`config.mk`:
```
export PLATFORM = sky130hd
export DESIGN_NAME = calendar_date_stepper_flat
export DESIGN_NICKNAME = d
export VERILOG_FILES = /design/src/rtl/cds_pkg.sv /design/src/rtl/cds_if.sv /design/src/rtl/cds_step.sv /design/src/rtl/cds_term.sv /design/src/rtl/cds_accum.sv /design/src/rtl/calendar_date_stepper.sv /design/src/flat_wrapper.sv
export SDC_FILE = /design/constraint.sdc
export NUM_CORES = 1
export LEC_CHECK = 0
export BUFFER_PORTS_ARGS = -buffer_cell sky130_fd_sc_hd__buf_2
export CAP_MARGIN = 20
export CORE_UTILIZATION = 50
export CTS_BUF_LIST = sky130_fd_sc_hd__clkbuf_2
export DETAILED_ROUTE_END_ITERATION = 12
export GPL_TIMING_DRIVEN = 0
export PLACE_DENSITY = 0.66
export SLEW_MARGIN = 25
export SYNTH_ARGS = -nofsm -noshare
export SYNTH_HDL_FRONTEND = slang
export SYNTH_HIERARCHICAL = 1
export SYNTH_SLANG_ARGS = --single-unit
```
`constraint.sdc`:
```
create_clock -name i_clk -period 18.1 [get_ports i_clk]
set_clock_uncertainty 0.05 [all_clocks]
set_input_delay 1.81 -clock i_clk [delete_from_list [all_inputs] [get_ports i_clk]]
set_output_delay 1.81 -clock i_clk [all_outputs]
set_load 0.01 [all_outputs]
```
`src/rtl/cds_pkg.sv`:
```
// ----------------------------------------------------------------------------
// Calendar date stepper package
// Shared types, codes and calendar arithmetic for the date stepper block.
// ----------------------------------------------------------------------------
package cds_pkg;

    localparam int YEAR_W          = 14;
    localparam int MONTH_W         = 4;
    localparam int DAY_W           = 5;
    localparam int IVL_W           = 23;
    localparam int CNT_IN_W        = 16;
    localparam int COUNT_WIDTH_DEF = 16;
    localparam int CUM_W           = 9;

    localparam logic [YEAR_W-1:0]  YEAR_MIN  = YEAR_W'(1);
    localparam logic [YEAR_W-1:0]  YEAR_MAX  = YEAR_W'(9999);
    localparam logic [MONTH_W-1:0] MONTH_MIN = MONTH_W'(1);
    localparam logic [MONTH_W-1:0] MONTH_MAX = MONTH_W'(12);
    localparam logic [DAY_W-1:0]   DAY_MIN   = DAY_W'(1);
    localparam logic [DAY_W-1:0]   DAY_MAX   = DAY_W'(31);

    typedef enum logic [1:0] {
        OP_LOAD    = 2'd0,
        OP_ADVANCE = 2'd1,
        OP_BACK    = 2'd2,
        OP_MEASURE = 2'd3
    } t_op;

    typedef enum logic [2:0] {
        S_IDLE,
        S_CLAMP,
        S_STEP_FWD,
        S_STEP_BACK,
        S_MEASURE,
        S_FINISH
    } t_state;

    // terms summed into a day number, in sequencer order
    typedef enum logic [2:0] {
        TERM_YEARS,
        TERM_QUAD,
        TERM_CENT,
        TERM_QUADCENT,
        TERM_MONTHDAY
    } t_term;

    typedef struct packed {
        logic [YEAR_W-1:0]  year;
        logic [MONTH_W-1:0] month;
        logic [DAY_W-1:0]   day;
    } t_date;

    typedef struct packed {
        logic clear;
        logic en;
        logic sub;
    } t_acc_ctl;

    // floor(x / 25) by reciprocal, exact for all 12-bit x
    function automatic logic [7:0] div25(input logic [11:0] x);
        logic [24:0] prod;
        prod = 25'(x) * 25'(13'd5243);
        return prod[24:17];
    endfunction

    function automatic logic mod25_zero(input logic [11:0] x);
        logic [12:0] back;
        back = 13'(div25(x)) * 13'd25;
        return back == {1'b0, x};
    endfunction

    // divisible by 100 means divisible by 4 with quarter divisible by 25
    function automatic logic leap_year(input logic [YEAR_W-1:0] y);
        logic by4;
        logic by100;
        logic by400;
        by4   = (y[1:0] == 2'b00);
        by100 = by4 && mod25_zero(y[13:2]);
        by400 = (y[3:0] == 4'b0000) && mod25_zero({2'b00, y[13:4]});
        return (by4 && !by100) || by400;
    endfunction

    function automatic logic [DAY_W-1:0] month_len(input logic [MONTH_W-1:0] m,
                                                   input logic leap);
        logic [DAY_W-1:0] len;
        case (m) inside
            4'd2:                     len = leap ? DAY_W'(29) : DAY_W'(28);
            4'd4, 4'd6, 4'd9, 4'd11:  len = DAY_W'(30);
            default:                  len = DAY_W'(31);
        endcase
        return len;
    endfunction

    // days in the year before the first of month m
    function automatic logic [CUM_W-1:0] cum_days(input logic [MONTH_W-1:0] m,
                                                  input logic leap);
        logic [CUM_W-1:0] base;
        case (m)
            4'd2:    base = CUM_W'(31);
            4'd3:    base = CUM_W'(59);
            4'd4:    base = CUM_W'(90);
            4'd5:    base = CUM_W'(120);
            4'd6:    base = CUM_W'(151);
            4'd7:    base = CUM_W'(181);
            4'd8:    base = CUM_W'(212);
            4'd9:    base = CUM_W'(243);
            4'd10:   base = CUM_W'(273);
            4'd11:   base = CUM_W'(304);
            4'd12:   base = CUM_W'(334);
            default: base = CUM_W'(0);
        endcase
        return base + CUM_W'(leap && (m > MONTH_W'(2)));
    endfunction

endpackage

```
`src/rtl/cds_if.sv`:
```
// ----------------------------------------------------------------------------
// Calendar date stepper channels
// Valid/ready channels for command items and result items.
// ----------------------------------------------------------------------------
interface cds_in_if;
    logic                            valid;
    logic                            ready;
    logic [1:0]                      operation;
    logic [cds_pkg::CNT_IN_W-1:0]    day_count;
    logic [cds_pkg::YEAR_W-1:0]      target_year;
    logic [cds_pkg::MONTH_W-1:0]     target_month;
    logic [cds_pkg::DAY_W-1:0]       target_day;

    modport source (
        output valid, operation, day_count, target_year, target_month, target_day,
        input  ready
    );
    modport sink (
        input  valid, operation, day_count, target_year, target_month, target_day,
        output ready
    );
endinterface

interface cds_out_if;
    logic                            valid;
    logic                            ready;
    logic [cds_pkg::YEAR_W-1:0]      current_year;
    logic [cds_pkg::MONTH_W-1:0]     current_month;
    logic [cds_pkg::DAY_W-1:0]       current_day;
    logic signed [cds_pkg::IVL_W-1:0] day_interval;
    logic                            range_hit;

    modport source (
        output valid, current_year, current_month, current_day, day_interval, range_hit,
        input  ready
    );
    modport sink (
        input  valid, current_year, current_month, current_day, day_interval, range_hit,
        output ready
    );
endinterface

```
`src/rtl/cds_step.sv`:
```
// ----------------------------------------------------------------------------
// Calendar date stepper: one-day step unit
// Gives the next or previous calendar date and flags the range limits.
// ----------------------------------------------------------------------------
module cds_step (
    input  cds_pkg::t_date i_date,
    input  logic           i_back,
    output cds_pkg::t_date o_next,
    output logic           o_at_limit
);

    logic                           leap;
    logic [cds_pkg::DAY_W-1:0]      len_cur;
    logic [cds_pkg::DAY_W-1:0]      len_prev;
    logic [cds_pkg::MONTH_W-1:0]    month_prev;

    assign leap       = cds_pkg::leap_year(i_date.year);
    assign month_prev = i_date.month - cds_pkg::MONTH_W'(1);
    assign len_cur    = cds_pkg::month_len(i_date.month, leap);
    assign len_prev   = cds_pkg::month_len(month_prev, leap);

    always_comb begin
        o_next = i_date;
        if (i_back) begin
            o_at_limit = (i_date.year == cds_pkg::YEAR_MIN) &&
                         (i_date.month == cds_pkg::MONTH_MIN) &&
                         (i_date.day == cds_pkg::DAY_MIN);
            if (i_date.day > cds_pkg::DAY_MIN) begin
                o_next.day = i_date.day - cds_pkg::DAY_W'(1);
            end else if (i_date.month > cds_pkg::MONTH_MIN) begin
                o_next.month = month_prev;
                o_next.day   = len_prev;
            end else begin
                // wrap to the last day of the previous year
                o_next.year  = i_date.year - cds_pkg::YEAR_W'(1);
                o_next.month = cds_pkg::MONTH_MAX;
                o_next.day   = cds_pkg::DAY_MAX;
            end
        end else begin
            o_at_limit = (i_date.year == cds_pkg::YEAR_MAX) &&
                         (i_date.month == cds_pkg::MONTH_MAX) &&
                         (i_date.day == cds_pkg::DAY_MAX);
            if (i_date.day < len_cur) begin
                o_next.day = i_date.day + cds_pkg::DAY_W'(1);
            end else if (i_date.month < cds_pkg::MONTH_MAX) begin
                o_next.month = i_date.month + cds_pkg::MONTH_W'(1);
                o_next.day   = cds_pkg::DAY_MIN;
            end else begin
                o_next.year  = i_date.year + cds_pkg::YEAR_W'(1);
                o_next.month = cds_pkg::MONTH_MIN;
                o_next.day   = cds_pkg::DAY_MIN;
            end
        end
    end

endmodule

```
`src/rtl/cds_term.sv`:
```
// ----------------------------------------------------------------------------
// Calendar date stepper: day number term generator
// Produces one term of a date's day number counted from 0001-01-01.
// ----------------------------------------------------------------------------
module cds_term (
    input  cds_pkg::t_date              i_date,
    input  cds_pkg::t_term              i_sel,
    output logic [cds_pkg::IVL_W-1:0]   o_term
);

    logic [cds_pkg::YEAR_W-1:0] prior;
    logic                       leap;
    logic [cds_pkg::CUM_W-1:0]  cum;

    // whole years before the date
    assign prior = i_date.year - cds_pkg::YEAR_W'(1);
    assign leap  = cds_pkg::leap_year(i_date.year);
    assign cum   = cds_pkg::cum_days(i_date.month, leap);

    always_comb begin
        unique case (i_sel)
            cds_pkg::TERM_YEARS:
                o_term = cds_pkg::IVL_W'(prior) * cds_pkg::IVL_W'(365);
            cds_pkg::TERM_QUAD:
                o_term = cds_pkg::IVL_W'(prior[13:2]);
            cds_pkg::TERM_CENT:
                o_term = cds_pkg::IVL_W'(cds_pkg::div25(prior[13:2]));
            cds_pkg::TERM_QUADCENT:
                o_term = cds_pkg::IVL_W'(cds_pkg::div25({2'b00, prior[13:4]}));
            cds_pkg::TERM_MONTHDAY:
                o_term = cds_pkg::IVL_W'(cum) + cds_pkg::IVL_W'(i_date.day)
                       - cds_pkg::IVL_W'(1);
            default:
                o_term = '0;
        endcase
    end

endmodule

```
`src/rtl/cds_accum.sv`:
```
// ----------------------------------------------------------------------------
// Calendar date stepper: shared accumulator
// Clears, or adds or subtracts one term per cycle when enabled, into a wrapping interval register.
// ----------------------------------------------------------------------------
module cds_accum (
    input  logic                        i_clk,
    input  cds_pkg::t_acc_ctl           i_ctl,
    input  logic [cds_pkg::IVL_W-1:0]   i_term,
    output logic [cds_pkg::IVL_W-1:0]   o_acc
);

    logic [cds_pkg::IVL_W-1:0] r_acc;
    logic [cds_pkg::IVL_W-1:0] n_acc;

    always_comb begin
        n_acc = r_acc;
        if (i_ctl.clear) begin
            n_acc = '0;
        end else if (i_ctl.en) begin
            n_acc = i_ctl.sub ? (r_acc - i_term) : (r_acc + i_term);
        end
    end

    always_ff @(posedge i_clk) begin
        r_acc <= n_acc;
    end

    assign o_acc = r_acc;

endmodule

```
`src/rtl/calendar_date_stepper.sv`:
```
// Sequence: load passes through the clamp and finish states; advance and go back
//   step one day per cycle through the shared step unit between them; measure
//   sums ten terms by the shared accumulator. Throughput: one item at a time,
//   next item taken once the block returns to idle.
// Reset: synchronous active low; date set to 1901-01-01, sequencer idle,
//   no result pending.
// ----------------------------------------------------------------------------
// Calendar date stepper
// Holds a Gregorian date; loads, steps it by days, or measures an interval.
// ----------------------------------------------------------------------------
module calendar_date_stepper #(
    parameter int COUNT_WIDTH = cds_pkg::COUNT_WIDTH_DEF
) (
    input  logic       i_clk,
    input  logic       i_rst_n,
    cds_in_if.sink     i_in,
    cds_out_if.source  o_out
);

    localparam int CntIn = (COUNT_WIDTH < cds_pkg::CNT_IN_W) ? COUNT_WIDTH
                                                             : cds_pkg::CNT_IN_W;

    cds_pkg::t_state                  r_state, n_state;
    cds_pkg::t_op                     r_op, n_op;
    logic [COUNT_WIDTH-1:0]           r_cnt, n_cnt;
    cds_pkg::t_date                   r_raw, n_raw;
    cds_pkg::t_date                   r_tgt, n_tgt;
    cds_pkg::t_date                   r_date, n_date;
    logic                             r_hit, n_hit;
    cds_pkg::t_term                   r_sel, n_sel;
    logic                             r_pass, n_pass;
    logic                             r_out_valid, n_out_valid;
    cds_pkg::t_date                   r_out_date, n_out_date;
    logic [cds_pkg::IVL_W-1:0]        r_out_ivl, n_out_ivl;
    logic                             r_out_hit, n_out_hit;

    cds_pkg::t_date                   clamped;
    logic [cds_pkg::DAY_W-1:0]        clamp_len;
    cds_pkg::t_date                   step_next;
    logic                             step_limit;
    cds_pkg::t_date                   term_date;
    logic [cds_pkg::IVL_W-1:0]        term;
    cds_pkg::t_acc_ctl                acc_ctl;
    logic [cds_pkg::IVL_W-1:0]        acc;

    // clamp target field by field: year, then month, then day
    always_comb begin
        clamped = r_raw;
        if (r_raw.year < cds_pkg::YEAR_MIN) begin
            clamped.year = cds_pkg::YEAR_MIN;
        end else if (r_raw.year > cds_pkg::YEAR_MAX) begin
            clamped.year = cds_pkg::YEAR_MAX;
        end
        if (r_raw.month < cds_pkg::MONTH_MIN) begin
            clamped.month = cds_pkg::MONTH_MIN;
        end else if (r_raw.month > cds_pkg::MONTH_MAX) begin
            clamped.month = cds_pkg::MONTH_MAX;
        end
        clamp_len = cds_pkg::month_len(clamped.month, cds_pkg::leap_year(clamped.year));
        if (r_raw.day < cds_pkg::DAY_MIN) begin
            clamped.day = cds_pkg::DAY_MIN;
        end else if (r_raw.day > clamp_len) begin
            clamped.day = clamp_len;
        end
    end

    cds_step u_step (
        .i_date     (r_date),
        .i_back     (r_state == cds_pkg::S_STEP_BACK),
        .o_next     (step_next),
        .o_at_limit (step_limit)
    );

    assign term_date = r_pass ? r_date : r_tgt;

    cds_term u_term (
        .i_date (term_date),
        .i_sel  (r_sel),
        .o_term (term)
    );

    cds_accum u_accum (
        .i_clk  (i_clk),
        .i_ctl  (acc_ctl),
        .i_term (term),
        .o_acc  (acc)
    );

    always_ff @(posedge i_clk) begin
        if (!i_rst_n) begin
            r_state     <= cds_pkg::S_IDLE;
            r_out_valid <= 1'b0;
            r_date      <= '{year: cds_pkg::YEAR_W'(1901), month: cds_pkg::MONTH_MIN,
                             day: cds_pkg::DAY_MIN};
        end else begin
            r_state     <= n_state;
            r_out_valid <= n_out_valid;
            r_date      <= n_date;
        end
    end

    always_ff @(posedge i_clk) begin
        r_op       <= n_op;
        r_cnt      <= n_cnt;
        r_raw      <= n_raw;
        r_tgt      <= n_tgt;
        r_hit      <= n_hit;
        r_sel      <= n_sel;
        r_pass     <= n_pass;
        r_out_date <= n_out_date;
        r_out_ivl  <= n_out_ivl;
        r_out_hit  <= n_out_hit;
    end

    always_comb begin
        n_state     = r_state;
        n_op        = r_op;
        n_cnt       = r_cnt;
        n_raw       = r_raw;
        n_tgt       = r_tgt;
        n_date      = r_date;
        n_hit       = r_hit;
        n_sel       = r_sel;
        n_pass      = r_pass;
        n_out_valid = r_out_valid && !o_out.ready;
        n_out_date  = r_out_date;
        n_out_ivl   = r_out_ivl;
        n_out_hit   = r_out_hit;
        acc_ctl     = '{clear: 1'b0, en: 1'b0, sub: 1'b0};

        unique case (r_state)
            cds_pkg::S_IDLE: begin
                if (i_in.valid) begin
                    n_op        = cds_pkg::t_op'(i_in.operation);
                    n_cnt       = COUNT_WIDTH'(i_in.day_count[CntIn-1:0]);
                    n_raw.year  = i_in.target_year;
                    n_raw.month = i_in.target_month;
                    n_raw.day   = i_in.target_day;
                    n_state     = cds_pkg::S_CLAMP;
                end
            end
            cds_pkg::S_CLAMP: begin
                n_tgt         = clamped;
                n_hit         = 1'b0;
                n_sel         = cds_pkg::TERM_YEARS;
                n_pass        = 1'b0;
                acc_ctl.clear = 1'b1;
                unique case (r_op)
                    cds_pkg::OP_LOAD: begin
                        n_date  = clamped;
                        n_state = cds_pkg::S_FINISH;
                    end
                    cds_pkg::OP_ADVANCE: n_state = cds_pkg::S_STEP_FWD;
                    cds_pkg::OP_BACK:    n_state = cds_pkg::S_STEP_BACK;
                    cds_pkg::OP_MEASURE: n_state = cds_pkg::S_MEASURE;
                    default:             n_state = cds_pkg::S_FINISH;
                endcase
            end
            cds_pkg::S_STEP_FWD, cds_pkg::S_STEP_BACK: begin
                if (r_cnt == '0) begin
                    n_state = cds_pkg::S_FINISH;
                end else if (step_limit) begin
                    // stop at the range limit with days still to go
                    n_hit   = 1'b1;
                    n_state = cds_pkg::S_FINISH;
                end else begin
                    n_date = step_next;
                    n_cnt  = r_cnt - COUNT_WIDTH'(1);
                end
            end
            cds_pkg::S_MEASURE: begin
                // target terms add, stored date terms subtract; centuries negate
                acc_ctl.en  = 1'b1;
                acc_ctl.sub = r_pass ^ (r_sel == cds_pkg::TERM_CENT);
                unique case (r_sel)
                    cds_pkg::TERM_YEARS:    n_sel = cds_pkg::TERM_QUAD;
                    cds_pkg::TERM_QUAD:     n_sel = cds_pkg::TERM_CENT;
                    cds_pkg::TERM_CENT:     n_sel = cds_pkg::TERM_QUADCENT;
                    cds_pkg::TERM_QUADCENT: n_sel = cds_pkg::TERM_MONTHDAY;
                    default: begin
                        n_sel  = cds_pkg::TERM_YEARS;
                        n_pass = 1'b1;
                        if (r_pass) begin
                            n_state = cds_pkg::S_FINISH;
                        end
                    end
                endcase
            end
            cds_pkg::S_FINISH: begin
                if (!r_out_valid || o_out.ready) begin
                    n_out_valid = 1'b1;
                    n_out_date  = r_date;
                    n_out_ivl   = (r_op == cds_pkg::OP_MEASURE) ? acc : '0;
                    n_out_hit   = r_hit;
                    n_state     = cds_pkg::S_IDLE;
                end
            end
            default: n_state = cds_pkg::S_IDLE;
        endcase
    end

    assign i_in.ready          = (r_state == cds_pkg::S_IDLE);
    assign o_out.valid         = r_out_valid;
    assign o_out.current_year  = r_out_date.year;
    assign o_out.current_month = r_out_date.month;
    assign o_out.current_day   = r_out_date.day;
    assign o_out.day_interval  = r_out_ivl;
    assign o_out.range_hit     = r_out_hit;

`ifndef SYNTHESIS
    a_date_valid: assert property (@(posedge i_clk) disable iff (!i_rst_n)
        (r_date.month >= cds_pkg::MONTH_MIN) && (r_date.month <= cds_pkg::MONTH_MAX) &&
        (r_date.day >= cds_pkg::DAY_MIN) && (r_date.year >= cds_pkg::YEAR_MIN) &&
        (r_date.year <= cds_pkg::YEAR_MAX))
        else $error("stored date out of range");

    a_hit_at_limit: assert property (@(posedge i_clk) disable iff (!i_rst_n)
        (o_out.valid && o_out.range_hit) |->
        ((o_out.current_year == cds_pkg::YEAR_MAX) &&
         (o_out.current_month == cds_pkg::MONTH_MAX) &&
         (o_out.current_day == cds_pkg::DAY_MAX)) ||
        ((o_out.current_year == cds_pkg::YEAR_MIN) &&
         (o_out.current_month == cds_pkg::MONTH_MIN) &&
         (o_out.current_day == cds_pkg::DAY_MIN)))
        else $error("range flag without limit date");

    a_measure_keeps_date: assert property (@(posedge i_clk) disable iff (!i_rst_n)
        (r_state == cds_pkg::S_MEASURE) |=> $stable(r_date))
        else $error("date changed during interval measurement");

    a_ivl_no_hit: assert property (@(posedge i_clk) disable iff (!i_rst_n)
        (o_out.valid && (o_out.day_interval != '0)) |-> !o_out.range_hit)
        else $error("interval and range flag both set");
`endif

endmodule

```
`src/flat_wrapper.sv`:
```
// flat-port wrapper written by rule: the top's interface ports become plain ports
module calendar_date_stepper_flat 
#(
    parameter int COUNT_WIDTH = cds_pkg::COUNT_WIDTH_DEF
)
  (i_clk, i_rst_n, i_in_valid, i_in_operation, i_in_day_count, i_in_target_year, i_in_target_month, i_in_target_day, i_in_ready, o_out_valid, o_out_current_year, o_out_current_month, o_out_current_day, o_out_day_interval, o_out_range_hit, o_out_ready);
  cds_in_if i_in_i ();
  cds_out_if o_out_i ();
  input  logic i_clk;
  input  logic i_rst_n;
  input wire logic [$bits(i_in_i.valid)-1:0] i_in_valid;
  input wire logic [$bits(i_in_i.operation)-1:0] i_in_operation;
  input wire logic [$bits(i_in_i.day_count)-1:0] i_in_day_count;
  input wire logic [$bits(i_in_i.target_year)-1:0] i_in_target_year;
  input wire logic [$bits(i_in_i.target_month)-1:0] i_in_target_month;
  input wire logic [$bits(i_in_i.target_day)-1:0] i_in_target_day;
  output wire logic [$bits(i_in_i.ready)-1:0] i_in_ready;
  output wire logic [$bits(o_out_i.valid)-1:0] o_out_valid;
  output wire logic [$bits(o_out_i.current_year)-1:0] o_out_current_year;
  output wire logic [$bits(o_out_i.current_month)-1:0] o_out_current_month;
  output wire logic [$bits(o_out_i.current_day)-1:0] o_out_current_day;
  output wire logic [$bits(o_out_i.day_interval)-1:0] o_out_day_interval;
  output wire logic [$bits(o_out_i.range_hit)-1:0] o_out_range_hit;
  input wire logic [$bits(o_out_i.ready)-1:0] o_out_ready;
  assign i_in_i.valid = i_in_valid;
  assign i_in_i.operation = i_in_operation;
  assign i_in_i.day_count = i_in_day_count;
  assign i_in_i.target_year = i_in_target_year;
  assign i_in_i.target_month = i_in_target_month;
  assign i_in_i.target_day = i_in_target_day;
  assign i_in_ready = i_in_i.ready;
  assign o_out_valid = o_out_i.valid;
  assign o_out_current_year = o_out_i.current_year;
  assign o_out_current_month = o_out_i.current_month;
  assign o_out_current_day = o_out_i.current_day;
  assign o_out_day_interval = o_out_i.day_interval;
  assign o_out_range_hit = o_out_i.range_hit;
  assign o_out_i.ready = o_out_ready;
  calendar_date_stepper #(.COUNT_WIDTH(COUNT_WIDTH)) u_core (.i_clk(i_clk), .i_rst_n(i_rst_n), .i_in(i_in_i), .o_out(o_out_i));
endmodule
```
==> flow_summary.json <==
{
  "postLayoutCoreUtil": 0.537,
  "globalplace.congestion": 0.915,
  "reg2regPathDepth": 64,
  "clk_latency_ns": 1.01,
  "cts.root.buffer_cell": "clkbuf_2",
  "arrival_ns": 17.61,
  "yosysSeqAreaShare": 0.140,
  "yosys_register_bits": 166,
  "areaGrowthSynthToFinish_pct": 6.07,
  "clock_sinks": 166,
  "cts_made_buffers": 17,
  "final_hold_viol_count": 0,
  "tns_ns": 0,
  "outcome": "complete, no violations",
  "cp_slowest_cell": "clkbuf_1",
  "ctsHoldBuffers": 0,
  "routed_wl_um": 79700,
  "core_mm2": 0.0631,
  "clkTransAtPathRegs_ns": 0.28,
  "path_max_fanout": 10,
  "port_buffers": 92,
  "ctsLongestPathBuffers": 2,
  "grt_setup_unrepaired": "false",
  "r2r_start": "u_core/r_pass$_DFFE_PP_",
  "hold_class": "reg2reg",
  "syn-num-nets": 4473,
  "dpl_cell_area_mm2": 0.0336,
  "whs_path_depth": 2,
  "rows": 92,
  "ys_warn_count": 6,
  "die-area_mm2": 0.0649,
  "startpoint": "u_core/r_pass$_DFFE_PP_",
  "final-setup-viol-count": 0,
  "path_delay_family": "adder cells",
  "grt_usage": 0.254,
  "cp-end-kind": "register",
  "drive_above_1_share": 0.0659,
  "synthFlopType": "edfxtp_1",
  "grt_pass1_vias": 24400,
  "cp_common_cell": "ha_1",
  "synth_cell_types": 107,
  "slew_headroom": 0.242,
  "overflow": 0,
  "wl_per_cell_um": 17.9,
  "num_vias": 24700,
  "design_area_mm2": 0.0339,
  "ios": 94,
  "cts_resized": 0,
  "cp.required_ns": 18.96,
  "drt_iter0_drc": 1585,
  "antenna_found_initial": 4,
  "ant_nets": 0,
  "max_freq_mhz": 59.7,
  "tightest_slew_ns": 1.14,
  "drv_slew": 0,
  "syn-cell-area_mm2": 0.0320,
  "viasPerCell": 5.55,
  "cp_slowest_stage_delay_ns": 0.60,
  "synth-edff-count": 116,
  "post_cts_buffers": 0,
  "drv_cap": 0,
  "grt_max_degree": 25,
  "htree_levels": 4,
  "worstSetupPathType": "reg2reg",
  "die_h_um": 255,
  "cts_tree": "done",
  "drc": 0,
  "cp-start-kind": "register",
  "cp.buffers_inverters": 13,
  "num-nets-final": 4591,
  "period_share": 0.925,
  "fp.dieW_um": 255,
  "period_needed_ns": 16.74,
  "synthArstFlopShare": 0,
  "dpl.hpwl_um": 68000,
  "r2r_setup_slack_ns": 1.36,
  "r2r_end": "u_core/u_accum/o_acc[22]$_SDFFE_PP0P_",
  "synth_cells": 3468,
  "first_pass_iters": 6,
  "syn_area_per_cell_um2": 9.21,
  "grt_first_pass_wirelength_um": 130000,
  "crit_end": "u_core/u_accum/o_acc[22]$_SDFFE_PP0P_",
  "initial_utilization": 0.507,
  "cp_num_cells": 64
}
==> synthesized netlist by cell type (14+ instances only) <==
master,instances,area (um2)
o211ai_1,26,195
o21bai_1,28,210
xnor2_1,189,1660
o21a_1,24,180
nor2b_1,23,144
fa_1,269,5390
nand4_1,46,288
inv_1,614,2300
nor3_1,57,285
dfxtp_1,50,1000
edfxtp_1,116,3480
ha_1,691,8650
nand2b_1,15,93.8
mux2_2,24,270
a31oi_1,27,169
and3_1,19,119
xor2_1,76,666
nand2_1,179,672
a21oi_1,168,841
o21ai_0,104,521
a21o_1,82,616
a211oi_1,28,210
o31ai_1,15,113
o21ai_1,14,70.1
mux2i_1,18,180
nor2_1,136,510
clkbuf_1,68,255
and2_1,39,244
nand3_1,64,320
o211a_1,15,150
==> per-stage QoR <==
step / instances / worst slack, ns / hold WS (ns)
floorplan: 3468 / 4.10 / 0.350
global placement: 4406 / 1.72 / 0.406
detailed placement: 4413 / 1.52 / 0.411
CTS: 4445 / 1.38 / 0.440
global route: 4447 / 0.381 / 0.469
finish: 4447 / 1.36 / 0.446
==> logic make-up (layout without fill, tap and decap cells) <==
logic type,after synthesis,in the layout,synth area share
simple gates,667,667,0.106
flops,166,166,0.140
mux,44,44,0.0152
buf+inv,703,834,0.0844
fa+ha+maj,960,960,0.439
compound gates,657,657,0.139
other cells,1,3,0.000117
xor+xnor,270,270,0.0756
==> worst min-delay path, stage by stage (launching register included) <==
cell	delay, ns
dfxtp_1	0.40
nand2_1	0.06
o21ai_1	0.05
==> layer usage <==
metal | vias to the layer above | wire length [um] | global-route usage
li1 | 12200 | - | -
met1 | 11900 | 38900 | 0.363
met2 | 522 | 36200 | 0.414
met3 | 73 | 3490 | 0.0320
met4 | 0 | 1110 | 0.0465
met5 | - | 0 | 0
==> state kept, by name, summed over array words and instances (netlist names) <==
register	count
u_core/o_out.day_interval	23
u_core/r_date	23
u_core/r_raw	23
u_core/r_tgt	23
u_core/u_accum/o_acc	23
u_core/r_cnt	16
u_core/o_out.current_year	14
u_core/o_out.current_day	5
u_core/o_out.current_month	4
u_core/r_sel	3
u_core/r_state	3
u_core/r_op	2
u_core/o_out.range_hit	1
u_core/o_out.valid	1
u_core/r_hit	1
u_core/r_pass	1
==> how the worst min path moves through the flow <==
stage / from / endpoint / slack [ns]
2_1_floorplan: u_core/r_hit$_DFFE_PP_ / u_core/o_out.range_hit$_DFFE_PP_ / 0.35
3_3_place_gp: u_core/u_accum/o_acc[19]$_SDFFE_PP0P_ / u_core/u_accum/o_acc[19]$_SDFFE_PP0P_ / 0.41
3_5_place_dp: u_core/u_accum/o_acc[19]$_SDFFE_PP0P_ / u_core/u_accum/o_acc[19]$_SDFFE_PP0P_ / 0.41
4_1_cts: u_core/u_accum/o_acc[19]$_SDFFE_PP0P_ / u_core/u_accum/o_acc[19]$_SDFFE_PP0P_ / 0.44
5_1_grt: u_core/u_accum/o_acc[19]$_SDFFE_PP0P_ / u_core/u_accum/o_acc[19]$_SDFFE_PP0P_ / 0.47
6_report: u_core/u_accum/o_acc[19]$_SDFFE_PP0P_ / u_core/u_accum/o_acc[19]$_SDFFE_PP0P_ / 0.45
==> placed cells by master, fill, tap and decap left out, types with 19 or more instances in the layout <==
master	Yosys	final
nor3_1	57	57
inv_1	614	614
o21bai_1	28	28
nand3_1	64	64
a211oi_1	28	28
nor2b_1	23	22
fa_1	269	269
o21a_1	24	24
a21o_1	82	82
xor2_1	76	76
nand4_1	46	46
o211ai_1	26	26
buf_2	6	98
clkbuf_1	68	68
mux2_2	24	24
and3_1	19	19
a21oi_1	168	167
nand2_1	179	179
a31oi_1	27	27
xnor2_1	189	184
edfxtp_1	116	116
dfxtp_1	50	50
ha_1	691	691
and2_1	39	38
nor2_1	136	136
o21ai_0	104	104
==> area by class of cell <==
class | instances | area, um2
inverters | 614 | 2300
multi-input cells | 2599 | 24800
flip-flops and latches | 166 | 4480
clock buffers | 18 | 90.1
plain buffers | 89 | 393
repair buffers | 99 | 569
well taps | 846 | 1060
fillers | 5933 | 29200
diodes | 2 | 5.00
clock inverters | 14 | 160
Power is not shown: default switching activity piles up to over one toggle a cycle in this logic, so the estimate is an artifact.
